## config.mk

```make
export PLATFORM = sky130hd
export DESIGN_NAME = ring_buffer_rounded_mean_unit
export DESIGN_NICKNAME = d
export VERILOG_FILES = /design/src/rtl/rbrm_pkg.sv /design/src/rtl/rbrm_ctrl.sv /design/src/rtl/rbrm_dp.sv /design/src/rtl/ring_buffer_rounded_mean_unit.sv
export VERILOG_INCLUDE_DIRS = /design/src /design/src/rtl
export SDC_FILE = /design/constraint.sdc
export NUM_CORES = 1
export LEC_CHECK = 0
export ABC_AREA = 0
export BUFFER_PORTS_ARGS = -buffer_cell sky130_fd_sc_hd__buf_2
export CAP_MARGIN = 20
export CELL_PAD_IN_SITES_DETAIL_PLACEMENT = 1
export CELL_PAD_IN_SITES_GLOBAL_PLACEMENT = 2
export CORE_ASPECT_RATIO = 1.2
export CORE_MARGIN = 1.5
export CORE_UTILIZATION = 46
export CTS_CLUSTER_DIAMETER = 50
export DETAILED_ROUTE_END_ITERATION = 8
export HOLD_SLACK_MARGIN = 0.05
export PLACE_DENSITY_LB_ADDON = 0.1
export SYNTH_ARGS = -nofsm -noshare
export SYNTH_HDL_FRONTEND = slang
export SYNTH_SLANG_ARGS = --single-unit
```

## constraint.sdc

```tcl
create_clock -name clk_i -period 7.5 [get_ports clk_i]
set_clock_uncertainty 0.05 [all_clocks]
set_input_delay 1.5 -clock clk_i [delete_from_list [all_inputs] [get_ports clk_i]]
set_output_delay 1.5 -clock clk_i [all_outputs]
set_load 0.005 [all_outputs]
```

## src/rtl/ring_buffer_rounded_mean_unit_macros.svh

```systemverilog
// ----------------------------------------------------------------------------
// Assertion macros for the moving-average unit
// Shared property templates, clocked on clk_i and disabled during reset.
// ----------------------------------------------------------------------------
`ifndef RING_BUFFER_ROUNDED_MEAN_UNIT_MACROS_SVH
`define RING_BUFFER_ROUNDED_MEAN_UNIT_MACROS_SVH

// same-cycle implication
`define RBRM_ASSERT_IMP(lbl, ante, cons, msg) \
  lbl: assert property (@(posedge clk_i) disable iff (!rst_ni) (ante) |-> (cons)) \
    else $error(msg);

// next-cycle implication
`define RBRM_ASSERT_NXT(lbl, ante, cons, msg) \
  lbl: assert property (@(posedge clk_i) disable iff (!rst_ni) (ante) |=> (cons)) \
    else $error(msg);

`endif

```

## src/rtl/rbrm_pkg.sv

```systemverilog
// ----------------------------------------------------------------------------
// rbrm_pkg
// Shared types and constants of the moving-average unit.
// ----------------------------------------------------------------------------
package rbrm_pkg;

  localparam int WLEN_BITS = 6;

  typedef enum logic [5:0] {
    ST_IDLE = 6'b000001,
    ST_READ = 6'b000010,
    ST_UPD  = 6'b000100,
    ST_LOAD = 6'b001000,
    ST_DIV  = 6'b010000,
    ST_FIN  = 6'b100000
  } rbrm_state_e;

  typedef struct packed {
    logic accept;
    logic update;
    logic load;
    logic div_step;
    logic out_load;
  } rbrm_cmd_t;

  typedef struct packed {
    logic div_last;
  } rbrm_sts_t;

endpackage

```

## src/rtl/rbrm_ctrl.sv

```systemverilog
// ----------------------------------------------------------------------------
// rbrm_ctrl
// Sequencer: sample transfer, ring update, serial divide, output register.
// ----------------------------------------------------------------------------
module rbrm_ctrl (
  input  logic               clk_i,
  input  logic               rst_ni,
  input  logic               sample_valid_i,
  output logic               sample_ready_o,
  output logic               mean_valid_o,
  input  logic               mean_ready_i,
  input  rbrm_pkg::rbrm_sts_t sts_i,
  output rbrm_pkg::rbrm_cmd_t cmd_o
);
  import rbrm_pkg::*;

  rbrm_state_e state_q, state_d;
  logic        out_vld_q, out_vld_d;
  logic        out_free;

  assign out_free = !out_vld_q || mean_ready_i;

  always_comb begin
    state_d = state_q;
    cmd_o   = '0;
    unique case (state_q)
      ST_IDLE: begin
        if (sample_valid_i) begin
          cmd_o.accept = 1'b1;
          state_d      = ST_READ;
        end
      end
      ST_READ: begin
        state_d = ST_UPD;
      end
      ST_UPD: begin
        cmd_o.update = 1'b1;
        state_d      = ST_LOAD;
      end
      ST_LOAD: begin
        cmd_o.load = 1'b1;
        state_d    = ST_DIV;
      end
      ST_DIV: begin
        cmd_o.div_step = 1'b1;
        if (sts_i.div_last) begin
          state_d = ST_FIN;
        end
      end
      ST_FIN: begin
        if (out_free) begin
          cmd_o.out_load = 1'b1;
          state_d        = ST_IDLE;
        end
      end
      default: begin
        state_d = ST_IDLE;
      end
    endcase
  end

  always_comb begin
    out_vld_d = out_vld_q;
    if (cmd_o.out_load) begin
      out_vld_d = 1'b1;
    end else if (mean_ready_i) begin
      out_vld_d = 1'b0;
    end
  end

  always_ff @(posedge clk_i or negedge rst_ni) begin
    if (!rst_ni) begin
      state_q   <= ST_IDLE;
      out_vld_q <= 1'b0;
    end else begin
      state_q   <= state_d;
      out_vld_q <= out_vld_d;
    end
  end

  assign sample_ready_o = (state_q == ST_IDLE);
  assign mean_valid_o   = out_vld_q;

endmodule

```

## src/rtl/rbrm_dp.sv

```systemverilog
// ----------------------------------------------------------------------------
// rbrm_dp
// Ring memory, running sum, fill count and restoring serial divider.
// ----------------------------------------------------------------------------
module rbrm_dp #(
  parameter int DEPTH       = 32,
  parameter int SAMPLE_BITS = 12
) (
  input  logic                              clk_i,
  input  logic                              rst_ni,
  input  logic                              cfg_we_i,
  input  logic [rbrm_pkg::WLEN_BITS-1:0]    cfg_wdata_i,
  input  logic [SAMPLE_BITS-1:0]            sample_i,
  output logic [SAMPLE_BITS-1:0]            mean_o,
  input  rbrm_pkg::rbrm_cmd_t               cmd_i,
  output rbrm_pkg::rbrm_sts_t               sts_o
);
  import rbrm_pkg::*;

  localparam int AW       = (DEPTH > 1) ? $clog2(DEPTH) : 1;
  localparam int FW       = $clog2(DEPTH + 1);
  localparam int SUM_W    = SAMPLE_BITS + $clog2(DEPTH);
  localparam int NUM_W    = SUM_W + 2;
  localparam int CW       = $clog2(NUM_W);
  localparam int DW       = WLEN_BITS + 1;
  localparam int WLEN_MAX = (1 << WLEN_BITS) - 1;
  localparam int RST_WL   = (DEPTH > WLEN_MAX) ? WLEN_MAX : DEPTH;

  logic [WLEN_BITS-1:0]   wl_q;
  logic [WLEN_BITS-1:0]   n_eff;
  logic [AW-1:0]          wp_q, wp_d;
  logic [AW:0]            wp_inc;
  logic [FW-1:0]          fill_q, fill_d;
  logic [SUM_W-1:0]       sum_q, sum_d;
  logic [SAMPLE_BITS-1:0] smp_q;
  logic [SAMPLE_BITS-1:0] rd_q;
  logic [SAMPLE_BITS-1:0] old_val;
  logic [NUM_W-1:0]       num_q;
  logic [DW-1:0]          rem_q;
  logic [DW-1:0]          den;
  logic [DW:0]            trial;
  logic                   ge;
  logic [SAMPLE_BITS-1:0] quo_q;
  logic [CW-1:0]          cnt_q;
  logic [SAMPLE_BITS-1:0] mean_q;

  logic [SAMPLE_BITS-1:0] mem [DEPTH];

  always_comb begin
    n_eff = wl_q;
    if (wl_q == '0) begin
      n_eff = WLEN_BITS'(1);
    end else if (32'(wl_q) > DEPTH) begin
      n_eff = WLEN_BITS'(DEPTH);
    end
  end

  assign wp_inc  = {1'b0, wp_q} + (AW + 1)'(1);
  assign old_val = (32'(wp_q) < 32'(fill_q)) ? rd_q : '0;

  always_comb begin
    wp_d   = wp_q;
    fill_d = fill_q;
    sum_d  = sum_q;
    if (cmd_i.update) begin
      sum_d = sum_q - SUM_W'(old_val) + SUM_W'(smp_q);
      wp_d  = (32'(wp_inc) >= 32'(n_eff)) ? '0 : wp_inc[AW-1:0];
      if (32'(fill_q) < 32'(n_eff)) begin
        fill_d = fill_q + FW'(1);
      end
    end
  end

  always_ff @(posedge clk_i or negedge rst_ni) begin
    if (!rst_ni) begin
      wl_q   <= WLEN_BITS'(RST_WL);
      wp_q   <= '0;
      fill_q <= '0;
      sum_q  <= '0;
    end else if (cfg_we_i) begin
      wl_q   <= cfg_wdata_i;
      wp_q   <= '0;
      fill_q <= '0;
      sum_q  <= '0;
    end else begin
      wp_q   <= wp_d;
      fill_q <= fill_d;
      sum_q  <= sum_d;
    end
  end

  always_ff @(posedge clk_i) begin
    if (cmd_i.update) begin
      mem[wp_q] <= smp_q;
    end
    if (cmd_i.accept) begin
      rd_q <= mem[wp_q];
    end
  end

  always_ff @(posedge clk_i) begin
    if (cmd_i.accept) begin
      smp_q <= sample_i;
    end
  end

  // restoring divide of (2*sum + n) by 2*n, one quotient bit per cycle
  assign den   = {n_eff, 1'b0};
  assign trial = {rem_q, num_q[NUM_W-1]};
  assign ge    = (trial >= {1'b0, den});

  always_ff @(posedge clk_i or negedge rst_ni) begin
    if (!rst_ni) begin
      cnt_q <= '0;
    end else if (cmd_i.load) begin
      cnt_q <= CW'(NUM_W - 1);
    end else if (cmd_i.div_step) begin
      cnt_q <= cnt_q - CW'(1);
    end
  end

  always_ff @(posedge clk_i) begin
    if (cmd_i.load) begin
      num_q <= {1'b0, sum_q, 1'b0} + NUM_W'(n_eff);
      rem_q <= '0;
      quo_q <= '0;
    end else if (cmd_i.div_step) begin
      num_q <= {num_q[NUM_W-2:0], 1'b0};
      rem_q <= ge ? DW'(trial - {1'b0, den}) : trial[DW-1:0];
      quo_q <= SAMPLE_BITS'({quo_q, ge});
    end
    if (cmd_i.out_load) begin
      mean_q <= quo_q;
    end
  end

  assign sts_o.div_last = (cnt_q == '0);
  assign mean_o         = mean_q;

endmodule

```

## src/rtl/ring_buffer_rounded_mean_unit.sv

```systemverilog
// A sample transfer is followed by a ring read, the ring update, the divider load, the bit-serial
// restoring divide that retires one quotient bit per cycle, and the output register load; no new
// sample is accepted before that load, which waits while a held mean is not yet taken.
// Reset (rst_ni, async, active low) sets window_len to DEPTH (at most 63) and empties the ring; a fill
// count marks unwritten entries as zero, so no clearing pass is needed. A window_len write
// empties the ring the same way.
// ----------------------------------------------------------------------------
// ring_buffer_rounded_mean_unit
// Moving average over a ring of window_len samples (zero acts as one, above DEPTH as DEPTH), mean rounded half up.
// ----------------------------------------------------------------------------
`include "ring_buffer_rounded_mean_unit_macros.svh"

module ring_buffer_rounded_mean_unit #(
  parameter int DEPTH       = 32,
  parameter int SAMPLE_BITS = 12
) (
  input  logic                           clk_i,
  input  logic                           rst_ni,
  input  logic                           cfg_we_i,
  input  logic [rbrm_pkg::WLEN_BITS-1:0] cfg_wdata_i,
  input  logic                           sample_valid_i,
  output logic                           sample_ready_o,
  input  logic [SAMPLE_BITS-1:0]         sample_i,
  output logic                           mean_valid_o,
  input  logic                           mean_ready_i,
  output logic [SAMPLE_BITS-1:0]         mean_o
);
  import rbrm_pkg::*;

  rbrm_cmd_t cmd;
  rbrm_sts_t sts;

  rbrm_ctrl u_ctrl (
    .clk_i          (clk_i),
    .rst_ni         (rst_ni),
    .sample_valid_i (sample_valid_i),
    .sample_ready_o (sample_ready_o),
    .mean_valid_o   (mean_valid_o),
    .mean_ready_i   (mean_ready_i),
    .sts_i          (sts),
    .cmd_o          (cmd)
  );

  rbrm_dp #(
    .DEPTH       (DEPTH),
    .SAMPLE_BITS (SAMPLE_BITS)
  ) u_dp (
    .clk_i       (clk_i),
    .rst_ni      (rst_ni),
    .cfg_we_i    (cfg_we_i),
    .cfg_wdata_i (cfg_wdata_i),
    .sample_i    (sample_i),
    .mean_o      (mean_o),
    .cmd_i       (cmd),
    .sts_o       (sts)
  );

  `RBRM_ASSERT_NXT(a_busy_after_xfer, sample_valid_i && sample_ready_o, !sample_ready_o, "ready after sample transfer")
  `RBRM_ASSERT_NXT(a_out_load_valid, cmd.out_load, mean_valid_o, "result load lost")
  `RBRM_ASSERT_IMP(a_cmd_onehot, 1'b1, $onehot0({cmd.accept, cmd.update, cmd.load, cmd.div_step, cmd.out_load}), "overlapping datapath commands")

endmodule

```

==> results of run 1 <==
-- state kept, by name, indices dropped and copies added, names as in the netlist --
| signal | count |
|---|---|
| u_dp.rem_q | 7 |
| u_dp.wl_q | 6 |
| u_dp.num_q | 19 |
| u_dp.quo_q | 12 |
| u_dp.smp_q | 12 |
| u_ctrl.state_q | 6 |
| u_dp.sum_q | 17 |
| u_dp.fill_q | 6 |
| u_dp.cnt_q | 5 |
| u_dp.mem | 384 |
| u_dp.rd_q | 12 |
| u_dp.wp_q | 5 |
| u_dp.mean_o | 12 |
| u_ctrl.mean_valid_o | 1 |
-- critical path, cell delays in order (launching register included) --
cell and delay, ns:
dfrtp_4 0.91, nand2b_1 0.19, a21o_1 0.11, a21o_1 0.11
a21o_1 0.11, a21oi_1 0.06, nor2_1 0.59, nor2b_1 0.15
fa_1 0.52, inv_1 0.07, fa_1 0.45, a21oi_1 0.23
nand4b_1 0.16, nand3_1 0.14, a21oi_1 0.22, a31oi_1 0.13
xor2_1 0.15, a211oi_1 0.23
-- cell usage in the layout (no fill, tap or decap), types with 14 or more instances in the layout --
cell type,netlist,final
a22oi_1,50,50
nor2b_1,17,17
edfxtp_1,439,439
clkbuf_16,0,55
fa_1,14,14
mux4_2,96,96
nor2_1,81,81
buf_4,2,43
o21ai_1,26,26
dfrtp_1,44,42
a21oi_1,29,29
nand4_1,18,18
dfxtp_1,19,19
buf_2,23,36
inv_1,75,75
ha_1,54,54
nand2_1,78,78
a22o_1,16,16
nor3_1,15,15
xnor2_1,30,30
-- per-layer routing --
metal | vias to the layer above | global-route usage
met5 | - | 0
met4 | 0 | 0.0884
met3 | 96 | 0.0341
met2 | 234 | 0.395
met1 | 5928 | 0.286
li1 | 5191 | -
-- where the power goes --
part / internal (mW) / switching [mW] / leakage (nW) / total (mW)
logic: 0.411 / 0.668 / 2.75 / 1.08
registers: 3.25 / 0.0722 / 4.70 / 3.33
clock network: 1.53 / 1.12 / 0.854 / 2.65
total: 5.19 / 1.86 / 8.31 / 7.06
-- per-stage QoR --
step / util / hold WS [ns] / std cells
5_1_grt: 0.532 / 0.425 / 2052
2_1_floorplan: - / 0.359 / 1296
6_report: 0.532 / 0.412 / 2052
3_3_place_gp: 0.489 / 0.376 / 1938
3_5_place_dp: 0.491 / 0.387 / 1950
4_1_cts: 0.530 / 0.409 / 2050
-- cell families after synthesis --
logic type,share of synthesized area
flip-flops,0.687
multiplexers,0.107
XOR/XNOR,0.0172
buffers and inverters,0.0246
adder cells (fa/ha/maj),0.0446
AND/OR/NAND/NOR,0.0636
AO/OA/AOI/OAI,0.0561
-- worst paths after layout --
path,end,slack (ns),cells after the start
max,u_dp.sum_q[16],2.85,17
max in group asynchronous,u_dp.wp_q[1],5.96,2
max reg2reg,u_dp.sum_q[16],2.85,17
min reg2reg,u_dp.mean_o[11],0.41,0
min in group asynchronous,u_dp.cnt_q[1],0.94,2
min,u_dp.mean_o[11],0.41,0
-- final cells by class --
type | instances | share of cell area
Clock buffer | 63 | 0.0576
Clock inverter | 37 | 0.0156
Inverter | 78 | 0.0120
Multi-Input combinational cell | 663 | 0.253
Sequential cell | 504 | 0.603
Tap cell | 616 | 0.0316
Timing Repair Buffer | 91 | 0.0275
==> results.md, run 1 <==
- Post-synth EDFFs: 439
- Post-route ant nets: 0
- Reg2reg start: u_dp.wp_q[0]
- Crit path DAT: 5.11 ns
- Kind of critical path: reg2reg
- Initial antenna violation count: 0
- Top cell type's share of synthesized area: 0.615
- Syn_nets: 1387
- Multi-input gate area: 6180 um^2
- CORE AREA: 45900 um^2
- Top Ports: 37
- Outcome: completed
- Total of max-cap violations: 0
- Fin crit period: 4.65 ns
- Die Y: 239 um
- First-pass GRT wire length: 78800 um
- Htree depth: 2
- Seq. cell area: 14700 um^2
- Hold buffer count at CTS: 0
- Synth warn: 0
- Drt first pass iters: 4
- Most frequent cell after synthesis: edfxtp_1
- Fillers: 4300
- Tot Pwr: 7.06 mW
- #FFs+latches synth: 504
- Vias/cell: 5.58
- CTS Buffer Depth: 3
- FMAX: 215 MHz
- NumNets Final: 1483
- Most frequent cells after synthesis: 439 x edfxtp_1, 96 x mux4_2, 81 x nor2_1
- Ys async rst share: 0.0913
- Routed via count: 11400
- Mapped Cells: 1296
- Yosys cell types: 69
- P_leak: 8.31 nW
- Largest cells by area after synthesis: edfxtp_1 62%, mux4_2 10%, dfrtp_1 5.1%, ha_1 3.2%, dfxtp_1 1.8%
- Synthesized area: 21400 um^2
- Final instance area: 24400 um^2
- Post-synth top area cell: edfxtp_1
- Post-CTS Resized: 0
- Num rows: 86
- Cts bufs inserted: 54
- Final HPWL DP: 33700 um
- Initial Util: 0.466
- Port bufs: 36
- Worst Path Required: 7.96 ns
- Total negative slack: 0 ns
- GPL Wtd Cong: 0.798
- CP endpoint kind: flop
- Relative slew slack: 0.320
- CTS tree: built
- Worst hold path class: reg2reg
- Setup WS post-layout: 2.85 ns
- Final Slew Violations: 0
- CP Max Fanout: 41
- Met2 wire length: 26400 um
- Setup Fix Bufs, Post-CTS: 0
- Area grow syn2layout: 14.0%
- Diodes inserted: 0
- Wire length per cell: 25.1 um
- Crit share post-route: 0.620
- Met3 WL: 1990 um
- RSZ-0062 raised after global routing: false
- Die area: 47900 um^2
- CTS Sinks: 504
- Setup slack at placement: 2.69 ns
- Critical path origin: u_dp.wp_q[0]
- Tightest Pin Transition: 1.02 ns
- HP Start: u_dp.quo_q[11]
- DRC Markers: 0
- # setup viols final: 0
- Root buf cell: clkbuf_16
- GRT overflow: 0
- Layout cell share with drive strength beyond 1: 0.209
- Final hold violation count: 0
- Die Span X: 200 um
- Clk slew on worst S/H paths: 0.06 ns
- GR Util All Layers: 0.227
- Largest net degree at the start of global routing: 47
- Post-DP Area: 22600 um^2
- Seq/Total Area, Yosys: 0.687
- Wl on met1: 21200 um
- Final wirelength: 51500 um
- P per Cell Area: 289 nW/um^2
- Uppermost layer routed: met4
- Worst Setup Start Kind: flop
- Number of global-route vias before repair: 12400
- Synth Flop Type: edfxtp_1
- Starting DRC count in detailed routing: 602
- Max VDD drop: 181 uV
- Post-Syn Area per Cell: 16.5 um^2
- Clk_lat worst skew: 0.62 ns
No activity file was read; power rests on OpenSTA's default activity.
==> inputs of run 2 (changes only) <==
clock period = 4.3 ns   (was 7.5 ns; I/O delays follow)
==> run 2 against run 1 <==
  * Combinational power up 74%
  * Global-route usage fell by 0.65 points
  * Core utilization shrank 0.17 points
  * Hold slack worse by 0.27 ns
  * Register-to-register slack worse by 2.5 ns
  * Total power increased by 73%
  * Cell count rose by 0.19%
  * First-iteration DRC count increased by 14%
  * Sequential power grew 74%
  * Non-clock buffer count is 7 higher
  * Via count decreased by 0.37%
  * Critical path type unchanged
==> results.md, run 2 (same netlist as run 1, synthesis figures left out) <==
- Outcome: completed (unchanged)
- Top flop regs: u_dp.mem (384), u_dp.num_q (19), u_dp.sum_q (17) (unchanged)
- Post-route ant nets: 0 (unchanged)
- Clk slew on worst S/H paths: 0.06 ns (about the same)
- Final hold violation count: 0 (unchanged)
- Final HPWL DP: 32800 um (was 33700 um)
- Initial Util: 0.466 (unchanged)
- Diodes inserted: 0 (unchanged)
- GR Util All Layers: 0.221 (was 0.227)
- Root buf cell: clkbuf_16 (unchanged)
- Number of global-route vias before repair: 12200 (was 12400)
- Initial antenna violation count: 0 (unchanged)
- Post-Place Cells: 1957 (was 1950)
- P_leak: 8.30 nW (was 8.31 nW)
- Die area: 47900 um^2 (unchanged)
- GRT overflow: 0 (unchanged)
- Relative slew slack: 0.388 (was 0.320)
- Hold buffer count at CTS: 0 (unchanged)
- Total negative slack: 0 ns (unchanged)
- Layout cell share with drive strength beyond 1: 0.213 (was 0.209)
- Clock Power Share: 0.371 (was 0.375)
- Worst hold path class: in2async (was reg2reg)
- RSZ-0062 raised after global routing: false (unchanged)
- Worst Path Required: 4.73 ns (was 7.96 ns)
- Largest reg by FF count: u_dp.mem (unchanged)
- Drt first pass iters: 5 (was 4)
- Clk_lat worst skew: 0.60 ns (was 0.62 ns)
- NumNets Final: 1489 (was 1483)
- Most frequent cells in the layout: 439 x edfxtp_1, 96 x mux4_2, 81 x nor2_1 (unchanged)
- Num rows: 86 (unchanged)
- P_int: 9.00 mW (was 5.19 mW)
- CTS Sinks: 504 (unchanged)
- Final Non-Filler Cells: 2056 (was 2052)
- Worst Setup Start Kind: flop (unchanged)
- CTS tree: built (unchanged)
- Vias/cell: 5.55 (was 5.58)
- CP Max Fanout: 12 (was 41)
- Sw power: 3.19 mW (was 1.86 mW)
- Crit share post-route: 0.915 (was 0.620)
- Wire length per cell: 24.7 um (was 25.1 um)
- Area grow syn2layout: 13.7% (was 14.0%)
- Max VDD drop: 365 uV (was 181 uV)
- Die Y: 239 um (unchanged)
- Crit path DAT: 4.36 ns (was 5.11 ns)
- Final Slew Violations: 0 (unchanged)
- CORE AREA: 45900 um^2 (unchanged)
- FMAX: 254 MHz (was 215 MHz)
- Sequential power share: 0.475 (was 0.472)
- Routed via count: 11400 (about the same)
- Kind of critical path: reg2reg (unchanged)
- Comb power frac: 0.154 (was 0.153)
- Setup Fix Bufs, Post-CTS: 0 (unchanged)
- Top Ports: 37 (unchanged)
- Starting DRC count in detailed routing: 685 (was 602)
- CTS Buffer Depth: 3 (unchanged)
- Tightest Pin Transition: 0.914 ns (was 1.02 ns)
- DRC Markers: 0 (unchanged)
- Htree depth: 2 (unchanged)
- Post-layout util: 0.530 (was 0.532)
- Fin crit period: 3.93 ns (was 4.65 ns)
- GPL Wtd Cong: 0.842 (was 0.798)
- Largest net degree at the start of global routing: 104 (was 47)
- First-pass GRT wire length: 76900 um (was 78800 um)
- Cts bufs inserted: 53 (was 54)
- Commonest non-fill, non-tap cell in the layout: edfxtp_1 (unchanged)
- Max reg flops: 384 (unchanged)
- Post-CTS Resized: 0 (unchanged)
- Die Span X: 200 um (unchanged)
- Port bufs: 36 (unchanged)
- # setup viols final: 0 (unchanged)
- Sw Share: 0.262 (was 0.264)
- P per Cell Area: 501 nW/um^2 (was 289 nW/um^2)
- Tot Pwr: 12.2 mW (was 7.06 mW)
- Total of max-cap violations: 0 (unchanged)
- CP endpoint kind: flop (unchanged)
- Final wirelength: 50700 um (was 51500 um)
-- run 2: changes by cell type in the layout (fill, tap and decap cells not counted), sizes merged --
cell / before / now
clkinvlp: 5 / 4
clkinv: 25 / 22
bufinv: 5 / 6
buf: 91 / 98
inv: 80 / 83
clkbuf: 63 / 60
-- run 2: routing by layer --
layer,GRT usage,vias up,routed length [um]
met5,0,-,0
met4,0.0743,0,1410
met3,0.0269,77,1770
met2,0.391,202,26700
met1,0.280,5930,20800
li1,-,5198,-
-- run 2: final timing paths --
check | start | endpoint | slack, ns | cells past startpoint
hold / removal | rst_ni | u_dp.cnt_q[1] | 0.14 | 1
min in group clk_i | sample_i[7] | u_dp.smp_q[7] | 0.38 | 1
hold reg to reg | u_dp.quo_q[11] | u_dp.mean_o[11] | 0.40 | 0
setup reg to reg | u_dp.wp_q[1] | u_dp.sum_q[15] | 0.37 | 18
setup / recovery | u_dp.wp_q[1] | u_dp.sum_q[15] | 0.37 | 18
max in group asynchronous | rst_ni | u_dp.wp_q[1] | 3.28 | 2
-- run 2: area by class of cell --
cell class / instances / area, um^2
Tap cell: 616 / 771
Timing Repair Buffer: 98 / 671
Sequential cell: 504 / 14700
Multi-Input combinational cell: 663 / 6180
Fill cell: 4297 / 21600
Clock inverter: 37 / 358
Clock buffer: 60 / 1350
Inverter: 78 / 293
-- run 2: worst max-delay path, cell delays in order, from the launching register on --
cell      delay (ns)
dfrtp_4         0.48
ha_1            0.27
a21o_1          0.15
a21o_1          0.17
a21o_1          0.17
a21oi_1         0.13
nor2_1          0.05
buf_4           0.18
nor2b_1         0.15
fa_1            0.42
inv_1           0.11
ha_1            0.24
a21o_1          0.17
a21o_2          0.25
a21oi_2         0.24
o21ai_2         0.11
a221oi_2        0.27
or4b_1          0.16
nand3_1         0.07
-- run 2: power groups by stage --
stage / sequential, mW / clock [mW] / combinational [mW]
finish: 5.79 / 4.52 / 1.88
global route: 5.80 / 4.80 / 2.10
global placement: 5.89 / 0 / 1.86
CTS: 5.79 / 4.64 / 1.92
floorplan: 5.96 / 0 / 1.22
detailed placement: 5.89 / 0 / 1.91
-- run 2: per-stage QoR --
stage,area [um^2],hold slack (ns),setup slack [ns]
after global routing,24300,0.153,0.0557
final,24300,0.141,0.368
after floorplan,21400,0.359,0.780
after global placement,22600,0.374,0.371
after CTS,24300,0.114,0.344
after detailed placement,22600,0.381,0.332
==> inputs of run 3 (changes only) <==
CORE_UTILIZATION = 48   (was 46)
GPL_TIMING_DRIVEN = 0   (was not set)
PLACE_DENSITY = 0.85   (was not set)
PLACE_DENSITY_LB_ADDON = not set   (was 0.1)
==> run 3 against run 2 <==
  * Via count increased by 7.4%
  * First-iteration DRC count increased by 42%
  * Setup slack got worse by 0.054 ns
  * Cell area increased by 1.3%
  * Critical path depth increased by 1
  * Core utilization increased by 3.1 points
  * Non-clock buffer count increased by 36
  * Cell count decreased by 1.2%
  * Critical path type unchanged
==> results.md, run 3 (same netlist as run 1, synthesis figures left out) <==
- Outcome: completed (unchanged)
- Worst hold path class: in2async (unchanged)
- GRT overflow: 0 (unchanged)
- RSZ-0062 raised after global routing: false (unchanged)
- Clock Power Share: 0.362 (was 0.371)
- Final wirelength: 56500 um (was 50700 um)
- CTS Buffer Depth: 3 (unchanged)
- # setup viols final: 0 (unchanged)
- Num rows: 84 (was 86)
- Setup Fix Bufs, Post-CTS: 0 (unchanged)
- CP endpoint kind: flop (unchanged)
- Max VDD drop: 384 uV (was 365 uV)
- Fillers: 4057 (was 4297)
- NumNets Final: 1524 (was 1489)
- Commonest non-fill, non-tap cell in the layout: edfxtp_1 (unchanged)
- Post-DP Area: 22900 um^2 (was 22600 um^2)
- R2R setup slack: 0.31 ns (was 0.37 ns)
- CORE AREA: 43900 um^2 (was 45900 um^2)
- Final hold violation count: 0 (unchanged)
- Largest net degree at the start of global routing: 47 (was 104)
- Max reg flops: 384 (unchanged)
- Area grow syn2layout: 15.1% (was 13.7%)
- Routed via count: 12200 (was 11400)
- Most frequent cells in the layout: 439 x edfxtp_1, 96 x mux4_2, 81 x nor2_1 (unchanged)
- GR Util All Layers: 0.254 (was 0.221)
- Worst Path Required: 4.75 ns (was 4.73 ns)
- Clk_lat worst skew: 0.61 ns (was 0.60 ns)
- First-pass GRT wire length: 84200 um (was 76900 um)
- Top Ports: 37 (unchanged)
- Total negative slack: 0 ns (unchanged)
- Crit share post-route: 0.927 (was 0.915)
- Die Y: 234 um (was 239 um)
- Sw power: 3.25 mW (was 3.19 mW)
- Relative slew slack: 0.269 (was 0.388)
- Die area: 45900 um^2 (was 47900 um^2)
- Seq. cell area: 14700 um^2 (about the same)
- Starting DRC count in detailed routing: 971 (was 685)
- Clk slew on worst S/H paths: 0.06 ns (about the same)
- Cts bufs inserted: 52 (was 53)
- CP Max Fanout: 10 (was 12)
- Fin crit period: 3.99 ns (was 3.93 ns)
- Final HPWL DP: 39500 um (was 32800 um)
- Multi-input gate area: 6180 um^2 (about the same)
- Port bufs: 36 (unchanged)
- Sw Share: 0.265 (was 0.262)
- Drt first pass iters: 5 (unchanged)
- Vias/cell: 6.03 (was 5.55)
- Die Span X: 196 um (was 200 um)
- Crit path DAT: 4.44 ns (was 4.36 ns)
- P_leak: 8.47 nW (was 8.30 nW)
- Worst Setup Start Kind: flop (unchanged)
- FMAX: 251 MHz (was 254 MHz)
- Number of global-route vias before repair: 13200 (was 12200)
- Initial antenna violation count: 0 (unchanged)
- Initial Util: 0.488 (was 0.466)
- GPL Wtd Cong: 0.880 (was 0.842)
- Layout cell share with drive strength beyond 1: 0.212 (was 0.213)
- Final instance area: 24700 um^2 (was 24300 um^2)
- Wire length per cell: 27.8 um (was 24.7 um)
- Hold buffer count at CTS: 0 (unchanged)
- P per Cell Area: 498 nW/um^2 (was 501 nW/um^2)
- Hold WS: 0.103 ns (was 0.141 ns)
- DRC Markers: 0 (unchanged)
- Post-layout util: 0.561 (was 0.530)
- Post-route ant nets: 0 (unchanged)
- Final Slew Violations: 0 (unchanged)
- Htree depth: 2 (unchanged)
- Tightest Pin Transition: 1.10 ns (was 0.914 ns)
- Largest reg by FF count: u_dp.mem (unchanged)
- Top flop regs: u_dp.mem (384), u_dp.num_q (19), u_dp.sum_q (17) (unchanged)
- CTS tree: built (unchanged)
- Post-CTS Resized: 0 (unchanged)
- Total of max-cap violations: 0 (unchanged)
- Tot Pwr: 12.3 mW (was 12.2 mW)
- P_int: 9.03 mW (was 9.00 mW)
- Kind of critical path: reg2reg (unchanged)
- Diodes inserted: 0 (unchanged)
- Comb power frac: 0.157 (was 0.154)
- Root buf cell: clkbuf_16 (unchanged)
- Sequential power share: 0.480 (was 0.475)
- CTS Sinks: 504 (unchanged)
## run 3: final cells by class
type                       count  share of cell area
buffer                        51             0.00954
clock buffer                  67              0.0568
clock inverter                27              0.0111
inverter                      78              0.0119
multi-input combinational    663               0.251
sequential                   504               0.597
tap                          559              0.0284
timing repair buffer          83              0.0346
## run 3: worst paths after layout
| check | from | endpoint | cells after the start |
|---|---|---|---|
| max reg2reg | u_dp.fill_q[1] | u_dp.sum_q[12] | 19 |
| min | rst_ni | u_dp.wp_q[0] | 1 |
| max in group asynchronous | rst_ni | u_dp.wl_q[5] | 2 |
| min in group clk_i | sample_i[8] | u_dp.smp_q[8] | 1 |
| max | u_dp.fill_q[1] | u_dp.sum_q[12] | 19 |
| min reg2reg | u_dp.quo_q[11] | u_dp.mean_o[11] | 0 |
## run 3: through the flow
step / setup slack (ns) / instances
floorplan: 0.780 / 1296
global placement: 0.306 / 1891
detailed placement: 0.255 / 1933
CTS: 0.230 / 2027
global route: 0.00333 / 2032
finish: 0.314 / 2032
## run 3: metal layers
layer  vias up  GRT usage  wire, um
li1       5274          -         -
met1      6304      0.293     20700
met2       513      0.445     29000
met3       156     0.0410      3540
met4         0      0.159      3260
met5         -          0         0
## run 3: power by group through the flow
stage	clock [mW]	sequential [mW]	combinational, mW
final	4.45	5.90	1.93
after global routing	4.66	5.92	2.14
after CTS	4.52	5.93	1.86
after detailed placement	0	6.04	1.85
after global placement	0	6.14	1.57
after floorplan	0	5.96	1.22
## run 3: critical path, stage by stage, from the launching register on
cell      delay, ns
dfrtp_1        0.38
inv_1          0.09
ha_1           0.29
a21o_1         0.16
a21o_1         0.17
a21o_1         0.17
a21oi_1        0.14
nor2_1         0.08
buf_2          0.20
nor2b_1        0.16
fa_1           0.42
inv_1          0.07
ha_1           0.26
a21oi_1        0.22
nand4b_1       0.17
nand3_1        0.16
a21oi_1        0.27
o21ai_1        0.11
xor2_1         0.16
a22o_1         0.18
